**src/rtl/rsr_pkg.sv**
```systemverilog
// shared types and constants for the rs485 slave command responder
`timescale 1ns / 1ps
`default_nettype none

package rsr_pkg;

  localparam logic [7:0] SYNC0 = 8'hAA;
  localparam logic [7:0] SYNC1 = 8'h00;
  localparam logic [7:0] SYNC2 = 8'hFF;
  localparam int unsigned STATUS_LEN = 23;
  localparam int unsigned IDX_W = $clog2(STATUS_LEN);
  localparam int unsigned JOBQ_DEPTH = 2;
  localparam int unsigned JOBQ_PTR_W = $clog2(JOBQ_DEPTH);

  localparam logic [3:0] CMD_STATUS = 4'd0;
  localparam logic [3:0] CMD_SPEED = 4'd1;

  localparam logic [0:0] REG_OWN_ADDRESS = 1'b0;
  localparam logic [0:0] REG_REPLY_ID = 1'b1;

  typedef enum logic [1:0] {
    KIND_TX = 2'd0,
    KIND_SPEED = 2'd1,
    KIND_UNKNOWN = 2'd2
  } kind_e;

  typedef struct packed {
    logic [7:0] rx_byte;
    logic signed [31:0] air_temp;
    logic [31:0] air_pressure;
    logic [31:0] air_humidity;
    logic signed [15:0] motor_temp;
    logic [7:0] rpm_now;
    logic [7:0] rpm_average;
    logic [7:0] speed_setpoint;
    logic spin_fault;
    logic overheat_fault;
  } in_word_t;

  typedef struct packed {
    logic [1:0] result_kind;
    logic [7:0] tx_data;
    logic tx_last;
    logic [7:0] speed_value;
  } out_word_t;

  // work handed from the parser to the reply side
  typedef struct packed {
    kind_e kind;
    logic [7:0] speed_value;
    logic signed [31:0] air_temp;
    logic [31:0] air_pressure;
    logic [31:0] air_humidity;
    logic signed [15:0] motor_temp;
    logic [7:0] rpm_now;
    logic [7:0] rpm_average;
    logic [7:0] speed_setpoint;
    logic spin_fault;
    logic overheat_fault;
  } job_t;

endpackage

`default_nettype wire

```
**src/rtl/rs485_slave_command_responder.sv**
```systemverilog
// top level of the rs485 slave command responder
`timescale 1ns / 1ps
`default_nettype none

// Takes one received bus byte per cycle (push while full is low) and parses
// frames AA 00 FF, address/command, data. A frame for this address becomes a
// job in a two-entry queue; the reply side turns a status job into 23 result
// words, one per cycle while pop keeps taking them, and a speed or
// unknown-command job into one word. Results wait in a one-word output
// register and are taken with pop while empty is low. The byte input stalls
// only when the job queue is full, so the parser keeps taking bytes while a
// status reply goes out through the single output register. Configuration
// writes take effect at once and are meant for when the block is idle.
module rs485_slave_command_responder (
  input  wire logic               clk_i,
  input  wire logic               rst_ni,
  input  wire logic               push,
  output logic                    full,
  input  wire rsr_pkg::in_word_t  in_word_i,
  input  wire logic               pop,
  output logic                    empty,
  output rsr_pkg::out_word_t      out_word_o,
  input  wire logic               cfg_we_i,
  input  wire logic [0:0]         cfg_idx_i,
  input  wire logic [7:0]         cfg_data_i
);

  logic [3:0] own_address_q;
  logic [7:0] reply_id_q;
  logic accept;
  logic job_push, job_pop, job_valid, jobq_full;
  rsr_pkg::job_t job_in, job_head;

  assign full = jobq_full;
  assign accept = push && !jobq_full;

  always_ff @(posedge clk_i or negedge rst_ni) begin
    if (!rst_ni) begin
      own_address_q <= 4'd10;
      reply_id_q <= 8'd10;
    end else if (cfg_we_i) begin
      case (cfg_idx_i)
        rsr_pkg::REG_OWN_ADDRESS: own_address_q <= cfg_data_i[3:0];
        rsr_pkg::REG_REPLY_ID: reply_id_q <= cfg_data_i;
        default: ;
      endcase
    end
  end

  rsr_front u_front (
    .clk_i         (clk_i),
    .rst_ni        (rst_ni),
    .accept_i      (accept),
    .in_word_i     (in_word_i),
    .own_address_i (own_address_q),
    .job_push_o    (job_push),
    .job_o         (job_in)
  );

  rsr_jobq u_jobq (
    .clk_i   (clk_i),
    .rst_ni  (rst_ni),
    .push_i  (job_push),
    .job_i   (job_in),
    .full_o  (jobq_full),
    .pop_i   (job_pop),
    .valid_o (job_valid),
    .job_o   (job_head)
  );

  rsr_back u_back (
    .clk_i       (clk_i),
    .rst_ni      (rst_ni),
    .job_valid_i (job_valid),
    .job_i       (job_head),
    .job_pop_o   (job_pop),
    .reply_id_i  (reply_id_q),
    .pop_i       (pop),
    .empty_o     (empty),
    .out_word_o  (out_word_o)
  );

endmodule

`default_nettype wire

```
**src/rtl/rsr_front.sv**
```systemverilog
// frame parser: sync hunt, address and command decode, job issue
`timescale 1ns / 1ps
`default_nettype none

module rsr_front (
  input  wire logic              clk_i,
  input  wire logic              rst_ni,
  input  wire logic              accept_i,
  input  wire rsr_pkg::in_word_t in_word_i,
  input  wire logic [3:0]        own_address_i,
  output logic                   job_push_o,
  output rsr_pkg::job_t          job_o
);

  typedef enum logic [4:0] {
    ST_HUNT = 5'b00001,
    ST_SYNC1 = 5'b00010,
    ST_SYNC2 = 5'b00100,
    ST_ADDR = 5'b01000,
    ST_DATA = 5'b10000
  } phase_e;

  phase_e phase_q, phase_d;
  logic [3:0] cmd_q, cmd_d;
  logic [3:0] addr_q, addr_d;
  logic [7:0] c;

  assign c = in_word_i.rx_byte;

  always_comb begin
    phase_d = phase_q;
    cmd_d = cmd_q;
    addr_d = addr_q;
    if (accept_i) begin
      case (phase_q)
        ST_HUNT: begin
          if (c == rsr_pkg::SYNC0) phase_d = ST_SYNC1;
        end
        ST_SYNC1: phase_d = (c == rsr_pkg::SYNC1) ? ST_SYNC2 : ST_HUNT;
        ST_SYNC2: phase_d = (c == rsr_pkg::SYNC2) ? ST_ADDR : ST_HUNT;
        ST_ADDR: begin
          cmd_d = c[3:0];
          addr_d = c[7:4];
          phase_d = ST_DATA;
        end
        default: phase_d = ST_HUNT;
      endcase
    end
  end

  assign job_push_o = accept_i && (phase_q == ST_DATA) && (addr_q == own_address_i);

  always_comb begin
    job_o.kind = rsr_pkg::KIND_UNKNOWN;
    job_o.speed_value = {4'd0, cmd_q};
    if (cmd_q == rsr_pkg::CMD_STATUS) begin
      job_o.kind = rsr_pkg::KIND_TX;
      job_o.speed_value = 8'd0;
    end else if (cmd_q == rsr_pkg::CMD_SPEED) begin
      job_o.kind = rsr_pkg::KIND_SPEED;
      job_o.speed_value = c;
    end
    job_o.air_temp = in_word_i.air_temp;
    job_o.air_pressure = in_word_i.air_pressure;
    job_o.air_humidity = in_word_i.air_humidity;
    job_o.motor_temp = in_word_i.motor_temp;
    job_o.rpm_now = in_word_i.rpm_now;
    job_o.rpm_average = in_word_i.rpm_average;
    job_o.speed_setpoint = in_word_i.speed_setpoint;
    job_o.spin_fault = in_word_i.spin_fault;
    job_o.overheat_fault = in_word_i.overheat_fault;
  end

  always_ff @(posedge clk_i or negedge rst_ni) begin
    if (!rst_ni) begin
      phase_q <= ST_HUNT;
      cmd_q <= 4'hF;
      addr_q <= 4'hF;
    end else begin
      phase_q <= phase_d;
      cmd_q <= cmd_d;
      addr_q <= addr_d;
    end
  end

endmodule

`default_nettype wire

```
**src/rtl/rsr_jobq.sv**
```systemverilog
// short job queue between the parser and the reply side
`timescale 1ns / 1ps
`default_nettype none

module rsr_jobq (
  input  wire logic          clk_i,
  input  wire logic          rst_ni,
  input  wire logic          push_i,
  input  wire rsr_pkg::job_t job_i,
  output logic               full_o,
  input  wire logic          pop_i,
  output logic               valid_o,
  output rsr_pkg::job_t      job_o
);

  localparam int unsigned CNT_W = $clog2(rsr_pkg::JOBQ_DEPTH + 1);

  rsr_pkg::job_t mem_q [rsr_pkg::JOBQ_DEPTH];
  logic [rsr_pkg::JOBQ_PTR_W-1:0] wr_ptr_q, rd_ptr_q;
  logic [CNT_W-1:0] count_q;
  logic do_push, do_pop;

  assign full_o = (count_q == CNT_W'(rsr_pkg::JOBQ_DEPTH));
  assign valid_o = (count_q != '0);
  assign job_o = mem_q[rd_ptr_q];
  assign do_push = push_i && !full_o;
  assign do_pop = pop_i && valid_o;

  always_ff @(posedge clk_i) begin
    if (do_push) mem_q[wr_ptr_q] <= job_i;
  end

  always_ff @(posedge clk_i or negedge rst_ni) begin
    if (!rst_ni) begin
      wr_ptr_q <= '0;
      rd_ptr_q <= '0;
      count_q <= '0;
    end else begin
      if (do_push) begin
        wr_ptr_q <= (wr_ptr_q == rsr_pkg::JOBQ_PTR_W'(rsr_pkg::JOBQ_DEPTH - 1))
                    ? '0 : wr_ptr_q + 1'b1;
      end
      if (do_pop) begin
        rd_ptr_q <= (rd_ptr_q == rsr_pkg::JOBQ_PTR_W'(rsr_pkg::JOBQ_DEPTH - 1))
                    ? '0 : rd_ptr_q + 1'b1;
      end
      if (do_push && !do_pop) count_q <= count_q + 1'b1;
      else if (do_pop && !do_push) count_q <= count_q - 1'b1;
    end
  end

endmodule

`default_nettype wire

```
**src/rtl/rsr_back.sv**
```systemverilog
// reply side: walks status bytes out and holds the result word register
`timescale 1ns / 1ps
`default_nettype none

module rsr_back (
  input  wire logic          clk_i,
  input  wire logic          rst_ni,
  input  wire logic          job_valid_i,
  input  wire rsr_pkg::job_t job_i,
  output logic               job_pop_o,
  input  wire logic [7:0]    reply_id_i,
  input  wire logic          pop_i,
  output logic               empty_o,
  output rsr_pkg::out_word_t out_word_o
);

  localparam int unsigned IDX_W = rsr_pkg::IDX_W;
  localparam logic [IDX_W-1:0] LAST_IDX = IDX_W'(rsr_pkg::STATUS_LEN - 1);

  logic [IDX_W-1:0] idx_q, idx_d;
  logic out_valid_q, out_valid_d;
  rsr_pkg::out_word_t out_q, out_d;
  logic load;
  logic [rsr_pkg::STATUS_LEN-1:0][7:0] status;

  // byte 0 sits in the lowest slot
  always_comb begin
    status[0] = rsr_pkg::SYNC0;
    status[1] = rsr_pkg::SYNC1;
    status[2] = rsr_pkg::SYNC2;
    status[3] = reply_id_i;
    status[4] = job_i.air_temp[7:0];
    status[5] = job_i.air_temp[15:8];
    status[6] = job_i.air_temp[23:16];
    status[7] = job_i.air_temp[31:24];
    status[8] = job_i.air_pressure[7:0];
    status[9] = job_i.air_pressure[15:8];
    status[10] = job_i.air_pressure[23:16];
    status[11] = job_i.air_pressure[31:24];
    status[12] = job_i.air_humidity[7:0];
    status[13] = job_i.air_humidity[15:8];
    status[14] = job_i.air_humidity[23:16];
    status[15] = job_i.air_humidity[31:24];
    status[16] = job_i.motor_temp[7:0];
    status[17] = job_i.motor_temp[15:8];
    status[18] = job_i.rpm_now;
    status[19] = job_i.rpm_average;
    status[20] = job_i.speed_setpoint;
    status[21] = {7'd0, job_i.spin_fault};
    status[22] = {7'd0, job_i.overheat_fault};
  end

  assign load = !out_valid_q || pop_i;

  always_comb begin
    idx_d = idx_q;
    out_d = out_q;
    out_valid_d = out_valid_q && !pop_i;
    job_pop_o = 1'b0;
    if (load && job_valid_i) begin
      out_valid_d = 1'b1;
      out_d.result_kind = job_i.kind;
      out_d.speed_value = job_i.speed_value;
      out_d.tx_data = 8'd0;
      out_d.tx_last = 1'b0;
      if (job_i.kind == rsr_pkg::KIND_TX) begin
        out_d.tx_data = status[idx_q];
        out_d.tx_last = (idx_q == LAST_IDX);
        if (idx_q == LAST_IDX) begin
          idx_d = '0;
          job_pop_o = 1'b1;
        end else begin
          idx_d = idx_q + 1'b1;
        end
      end else begin
        job_pop_o = 1'b1;
      end
    end
  end

  assign empty_o = !out_valid_q;
  assign out_word_o = out_q;

  always_ff @(posedge clk_i) begin
    out_q <= out_d;
  end

  always_ff @(posedge clk_i or negedge rst_ni) begin
    if (!rst_ni) begin
      idx_q <= '0;
      out_valid_q <= 1'b0;
    end else begin
      idx_q <= idx_d;
      out_valid_q <= out_valid_d;
    end
  end

endmodule

`default_nettype wire
```
**config.mk**
```make
export PLATFORM = sky130hd
export DESIGN_NAME = rs485_slave_command_responder
export DESIGN_NICKNAME = d
export VERILOG_FILES = /design/src/rtl/rsr_pkg.sv /design/src/rtl/rs485_slave_command_responder.sv /design/src/rtl/rsr_front.sv /design/src/rtl/rsr_jobq.sv /design/src/rtl/rsr_back.sv
export SDC_FILE = /design/constraint.sdc
export NUM_CORES = 1
export LEC_CHECK = 0
export BUFFER_PORTS_ARGS = -buffer_cell sky130_fd_sc_hd__buf_2
export CORE_MARGIN = 8
export CORE_UTILIZATION = 28
export CTS_CLUSTER_SIZE = 40
export DETAILED_ROUTE_END_ITERATION = 8
export GPL_ROUTABILITY_DRIVEN = 0
export PLACE_DENSITY = 0.53
export SLEW_MARGIN = 25
export SYNTH_ARGS = -nofsm -noshare
export SYNTH_HDL_FRONTEND = slang
export SYNTH_HIERARCHICAL = 1
export SYNTH_SLANG_ARGS = --single-unit
```
**constraint.sdc**
```tcl
create_clock -name clk_i -period 13.2 [get_ports clk_i]
set_clock_uncertainty 0.05 [all_clocks]
set_input_delay 1.98 -clock clk_i [delete_from_list [all_inputs] [get_ports clk_i]]
set_output_delay 1.98 -clock clk_i [all_outputs]
set_load 0.1 [all_outputs]
```
==> summary.txt, run 1 <==
Run status
  – Status: completed

Logic synthesis
  – Synth Register Bits: between 300 and 400
  – Syn nets: ~1100
  – Syn Area/Cell: 17.1 um^2
  – Library cells used by synthesis: 60
  – Largest area contributor in the netlist: edfxtp_1
  – Synthesized area: between 15000 and 20000 um^2
  – Top FF cell, synth: edfxtp_1
  – Synth async-reset ratio: about a tenth
  – Yosys warnings: 6
  – Seq/Total Area, Yosys: 65.3%
  – Area contributors post-synth: edfxtp_1, mux2_4, buf_4
  – Cells after synthesis: between 900 and 1000
  – Share of the synthesized area in the top cell type: 59.6%
  – Post-synth EDFFs: between 300 and 400

Flow run
  – Max-cap violations: 0

Clocking
  – Post-CTS Resized: 0
  – Clk sink count: 350
  – CTS tree: built
  – Setup Buffers After CTS: 0
  – Max clock buf depth: 3
  – Hold Buf Count CTS: 0
  – H-tree depth: 2
  – Clock tree root buffer cell: clkbuf_16
  – Cts bufs inserted: 39
  – Worst skew pair latency: about 0.55 ns
  – Clk slew on worst S/H paths: ~0.060 ns

STA
  – Post-route setup TNS: 0 ns
  – Post-route setup slack: around 8.4 ns
  – Actual slew at the worst max-slew pin: around 0.9 ns
  – Final Max Tran Viols: 0
  – RSZ-0062 raised after global routing: false
  – Crit path time final: about 4.8 ns
  – Hold Vio Cnt, Final: 0
  – Setup-failing EPs final: 0
  – Final Cycle Share: approximately 36%
  – Max_slew headroom: 40.2%
  – Maximum clock rate: between 200 and 250 MHz

Setup path
  – CP max stage cell: buf_4
  – Arr. time, crit path: between 4 and 5 ns
  – Max incr delay on CP: ~0.72 ns
  – RR Endpoint: u_jobq/mem_q[1][70]
  – Reg2reg start: u_jobq/count_q[0]
  – R2r setup slk: around 9.3 ns
  – Crit Path Max Fanout: 55
  – CP endpoint kind: flop
  – Crit-path cells: buf_2 -> nor2b_1 -> nand4_1 -> nor2_1 -> and3_4 -> buf_4 -> buf_4
  – Delay-heaviest family, CP: buffers and inverters
  – Req. time, crit path: ~13 ns
  – Critical path's most frequent cell: buf_4
  – Reg2reg path depth: 8
  – Critical path class: input pin to flop
  – Worst path buffer plus inverter count: 3
  – Worst setup SP type: input pin

Drt
  – Drt initial violations: 554
  – Routed Wire Length: between 30 and 40 mm
  – Vias: ~7600
  – Drc violations: 0
  – WL per Instance: 20.3 um
  – Post-DRT Antenna Nets: 0
  – Routed vias/inst: between 4 and 5
  – DRT Pass-1 Iters: 5

GRT
  – First-pass GRT wire length: ~52 mm
  – Vias in the first global route: 7919
  – Gr usage total: ~11%
  – Remaining global-route overflow: 0
  – Initial antenna violation count: 4
  – Largest net degree at the start of global routing: 61

Die
  – Die height: 254 um
  – Core box area: approximately 56000 um^2
  – Ports: 181
  – Row count: 87
  – Die X: 254 um
  – Full die area: roughly 65000 um^2
  – Initial cell density of the core: between 20% and 30%

Placement
  – PortBufs: between 150 and 200
  – HPWL after DPL: approximately 24 mm
  – Worst slack, placed: a little over 7 ns

Min path
  – Hold Path End: u_jobq/count_q[1]
  – HP Class: flop to flop
  – Hold Startpoint: u_jobq/count_q[1]
  – WHS Path Cells: 1

Power and ir drop
  – Max VDD drop: around 0.10 mV
  – Pwr/cell area: roughly 200 nW/um^2
  – Lkg Pwr: 0.00645 uW

Layout
  – Layout area overhead: 11.9%
  – Fillers: around 5600
  – Layout cells sized above 1: 47.1%
  – Final Net Count: 1148
-- cells by family (layout without fill, tap and decap cells) --
logic type,after synthesis,in the layout,synth area share [%]
simple gates,111,111,3.62
compound gates,63,63,2.80
xor+xnor,10,10,0.552
other cells,0,1,0
buf+inv,185,271,8.68
fa+ha+maj,3,3,0.237
mux,207,207,18.9
flops,350,350,65.3
-- state kept, by name (all words and copies together), names as in the netlist --
name and cells:
u_jobq/rd_ptr_q 1, u_front/cmd_q 4, u_jobq/count_q 2, u_front/phase_q 5, u_jobq/mem_q 296, u_back/out_valid_q 1, own_address_q 4, u_jobq/wr_ptr_q 1
u_back/out_word_o 19, u_back/idx_q 5, u_front/addr_q 4, reply_id_q 8
-- power by group --
group	internal, uW	switching [uW]	total, uW
Clock	618	446	1060
Sequential	1270	100	1370
Combinational	456	602	1060
Total	2350	1150	3490
-- how the worst max path moves through the flow --
stage | to | start | depth (start not counted) | slack, ns
after floorplan | u_jobq/mem_q[0][0] | push | 5 | 3.76
after global placement | u_jobq/mem_q[0][90] | push | 8 | 7.31
after detailed placement | u_jobq/mem_q[0][98] | push | 8 | 7.25
after CTS | u_jobq/mem_q[0][101] | push | 8 | 7.85
after global routing | u_jobq/mem_q[1][70] | push | 7 | 8.17
final | u_jobq/mem_q[1][70] | push | 7 | 8.44
-- routing by layer --
metal,vias to the layer above,share of wire [%],global-route usage [%]
met5,-,0.072,0
li1,3507,-,-
met2,220,47,17.6
met1,3823,44,14.3
met3,54,6.7,3.30
met4,4,1.8,3.25
-- metrics by stage --
stage	util, %	power [uW]	hold slack, ns	cell area, um^2	cells
final	31.6	3490	0.439	17700	1772
after global routing	31.6	3660	0.458	17700	1772
after CTS	31.5	3560	0.446	17700	1770
after detailed placement	29.3	2480	0.433	16500	1699
after global placement	29.3	2480	0.424	16500	1699
after floorplan	-	2260	0.406	15900	929
-- placed cells by master, fill, tap and decap left out, drive strengths merged, types with 3 or more instances in the layout --
| master | Yosys | final |
|---|---|---|
| o21ai | 12 | 12 |
| nand2 | 28 | 28 |
| ha | 3 | 3 |
| nor2 | 27 | 27 |
| or2 | 3 | 3 |
| mux2 | 176 | 176 |
| o32ai | 3 | 3 |
| clkinvlp | 0 | 5 |
| nor2b | 4 | 4 |
| mux2i | 7 | 7 |
| inv | 9 | 10 |
| buf | 171 | 191 |
| bufinv | 0 | 3 |
| xnor2 | 7 | 7 |
| a22oi | 6 | 6 |
| and3 | 11 | 11 |
| clkinv | 0 | 16 |
| edfxtp | 315 | 315 |
| o221ai | 3 | 3 |
| dfstp | 13 | 13 |
| mux4 | 24 | 24 |
| clkbuf | 5 | 46 |
| a21oi | 19 | 19 |
| xor2 | 3 | 3 |
| nand4 | 6 | 6 |
| dfrtp | 22 | 22 |
| nand3 | 10 | 10 |
| nor3 | 3 | 3 |
| nand2b | 9 | 9 |
-- synthesized netlist by cell type (2+ instances only) --
cell       number
dfrtp_1        22
nor4_1          2
buf_6          18
inv_1           8
buf_4         142
o221ai_1        3
or2_2           3
mux2_2         73
o2bb2ai_1       2
nor2_1         27
mux4_2         21
buf_2          10
mux2_4        103
o32ai_1         2
nor3_1          2
a21oi_1        19
o22ai_1         2
mux4_1          3
dfstp_2        13
and3_1         11
edfxtp_1      315
nor3b_1         2
ha_1            3
or3_1           2
nor2b_1         4
xnor2_1         7
or4_1           2
xor2_1          3
a31oi_1         2
nand4_1         6
a22oi_1         6
o21ai_0        11
nand2_1        27
nand2b_1        8
clkbuf_1        5
mux2i_1         7
nand3_1        10
-- area by class of cell --
type                            count  area [um^2]  share of cell area [%]
Sequential cell                   350        10400                    58.4
Antenna cell                        1         2.50                  0.0141
Multi-Input combinational cell    394         4150                    23.4
Timing Repair Buffer              191         1000                    5.63
Clock buffer                       46         1020                    5.77
Tap cell                          756          946                    5.33
Inverter                            9         36.3                   0.204
Clock inverter                     25          235                    1.33
Power figures use the tool's default switching activity.
==> run 2, diff against run 1 <==
--- a/config.mk
+++ b/config.mk
@@ -11,7 +11,7 @@
 export CTS_CLUSTER_SIZE = 40
 export DETAILED_ROUTE_END_ITERATION = 8
 export GPL_ROUTABILITY_DRIVEN = 0
-export PLACE_DENSITY = 0.53
+export PLACE_DENSITY = 0.55
 export SLEW_MARGIN = 25
 export SYNTH_ARGS = -nofsm -noshare
 export SYNTH_HDL_FRONTEND = slang
==> constraint.sdc (replaced) <==
create_clock -name clk_i -period 4.2 [get_ports clk_i]
set_clock_uncertainty 0.05 [all_clocks]
set_input_delay 0.63 -clock clk_i [delete_from_list [all_inputs] [get_ports clk_i]]
set_output_delay 0.63 -clock clk_i [all_outputs]
set_load 0.1 [all_outputs]
==> summary.txt, run 2 (same netlist as run 1, synthesis figures left out) <==
Placement
  – HPWL after DPL: between 20 and 30 mm
  – PortBufs: between 150 and 200

Clocking
  – Max clock buf depth: 3
  – Post-CTS Resized: 0
  – Clk slew on worst S/H paths: roughly 0.060 ns
  – Worst skew pair latency: 0.55 ns
  – H-tree depth: 2
  – Cts bufs inserted: 41
  – CTS tree: built
  – Clk sink count: 350
  – Clock tree root buffer cell: clkbuf_16
  – Setup Buffers After CTS: 0
  – Hold Buf Count CTS: 0

STA
  – Final Cycle Share: between 70% and 80%
  – Max_slew headroom: 39.1%
  – Final Max Tran Viols: 0
  – Actual slew at the worst max-slew pin: roughly 0.91 ns
  – Setup-failing EPs final: 0
  – Hold_ws: 0.133 ns
  – Crit path time final: 2.95 ns
  – Maximum clock rate: 339 MHz
  – RSZ-0062 raised after global routing: false
  – Post-route setup TNS: 0 ns
  – Hold Vio Cnt, Final: 0

Power and ir drop
  – Max VDD drop: roughly 0.35 mV
  – Lkg Pwr: between 0.006 and 0.007 uW
  – Pwr/cell area: 622 nW/um^2

GRT
  – Largest net degree at the start of global routing: between 60 and 70
  – Remaining global-route overflow: 0
  – Vias in the first global route: ~8200
  – Gr usage total: between 10 and 15%
  – First-pass GRT wire length: around 53 mm
  – Initial antenna violation count: 3

Drt
  – Drc violations: 0
  – DRT Pass-1 Iters: 4
  – Routed Wire Length: 36.5 mm
  – Vias: about 7700
  – WL per Instance: between 20 and 25 um
  – Drt initial violations: 515
  – Post-DRT Antenna Nets: 0
  – Routed vias/inst: approximately 4.3

Layout
  – Layout cells sized above 1: a little under half
  – Largest Register: u_jobq/mem_q
  – Max FFs per register: just under 300
  – Final Net Count: between 1000 and 1500
  – Most frequent cells in the layout: edfxtp_1, buf_2, mux2_4
  – Most common cell after layout, fill and taps aside: edfxtp_1
  – Layout area overhead: 13.7%

Setup path
  – CP max stage cell: dfrtp_4
  – Crit Path Max Fanout: 62
  – Arr. time, crit path: 3.20 ns
  – Worst setup SP type: flop
  – Worst path buffer plus inverter count: 1
  – Req. time, crit path: between 4 and 5 ns
  – CP endpoint kind: flop
  – Critical path class: flop to flop
  – Max incr delay on CP: 0.67 ns
  – Crit-path cells: buf_12 -> mux2_4 -> mux4_2 -> a22oi_1 -> o21ai_1 -> and3_1
  – Delay-heaviest family, CP: multiplexers

Run status
  – Status: completed

Min path
  – HP Class: input pin to asynchronous set/reset pin

Die
  – Ports: around 180
  – Initial cell density of the core: 28.2%
  – Row count: slightly below 90
  – Die X: 254 um
  – Full die area: roughly 65000 um^2
  – Die height: around 250 um
  – Core box area: between 50000 and 60000 um^2

Flow run
  – Max-cap violations: 0
## run 2: final cells by class
type	instances	area, um^2
Sequential cell	350	10400
Clock buffer	60	1170
Multi-Input combinational cell	394	4170
Timing Repair Buffer	200	1180
Antenna cell	2	5.00
Inverter	9	40.0
Clock inverter	14	176
Tap cell	756	946
Fill cell	5550	38100
## run 2: final timing paths
path                            cells after the start  slack, ns       startpoint               endpoint
min in group clk_i                                  1       0.21   in_word_i[137]   u_jobq/mem_q[1][137]
worst min-delay path                                1       0.13           rst_ni          reply_id_q[5]
worst max-delay path                                6       1.25  u_jobq/rd_ptr_q  u_back/out_word_o[14]
worst max register to register                      6       1.25  u_jobq/rd_ptr_q  u_back/out_word_o[14]
worst min register to register                      1       0.46    reply_id_q[7]          reply_id_q[7]
max in group asynchronous                           1       3.34           rst_ni        u_jobq/rd_ptr_q
## run 2: through the flow
stage	setup WS [ns]	instance area (um^2)	std cells	utilization [%]	power, uW
CTS	1.22	18000	1783	32.1	11400
global route	1.14	18000	1783	32.1	11700
global placement	1.25	16700	1709	29.7	7810
finish	1.25	18000	1785	32.1	11200
floorplan	-0.0813	15900	929	-	7110
detailed placement	1.24	16700	1709	29.7	7840
## run 2: routing by layer
| layer | track usage [%] | share of wire, % |
|---|---|---|
| met1 | 14.8 | 44 |
| met2 | 18.0 | 47 |
| met3 | 2.65 | 6.5 |
| met4 | 3.37 | 2.1 |
| met5 | 0 | 0 |
## run 2: report_power, final
part / internal, uW / total, uW / switching, uW
sequential: 4000 / 4280 / 280
clock: 2130 / 3520 / 1390
combinational: 1490 / 3420 / 1930
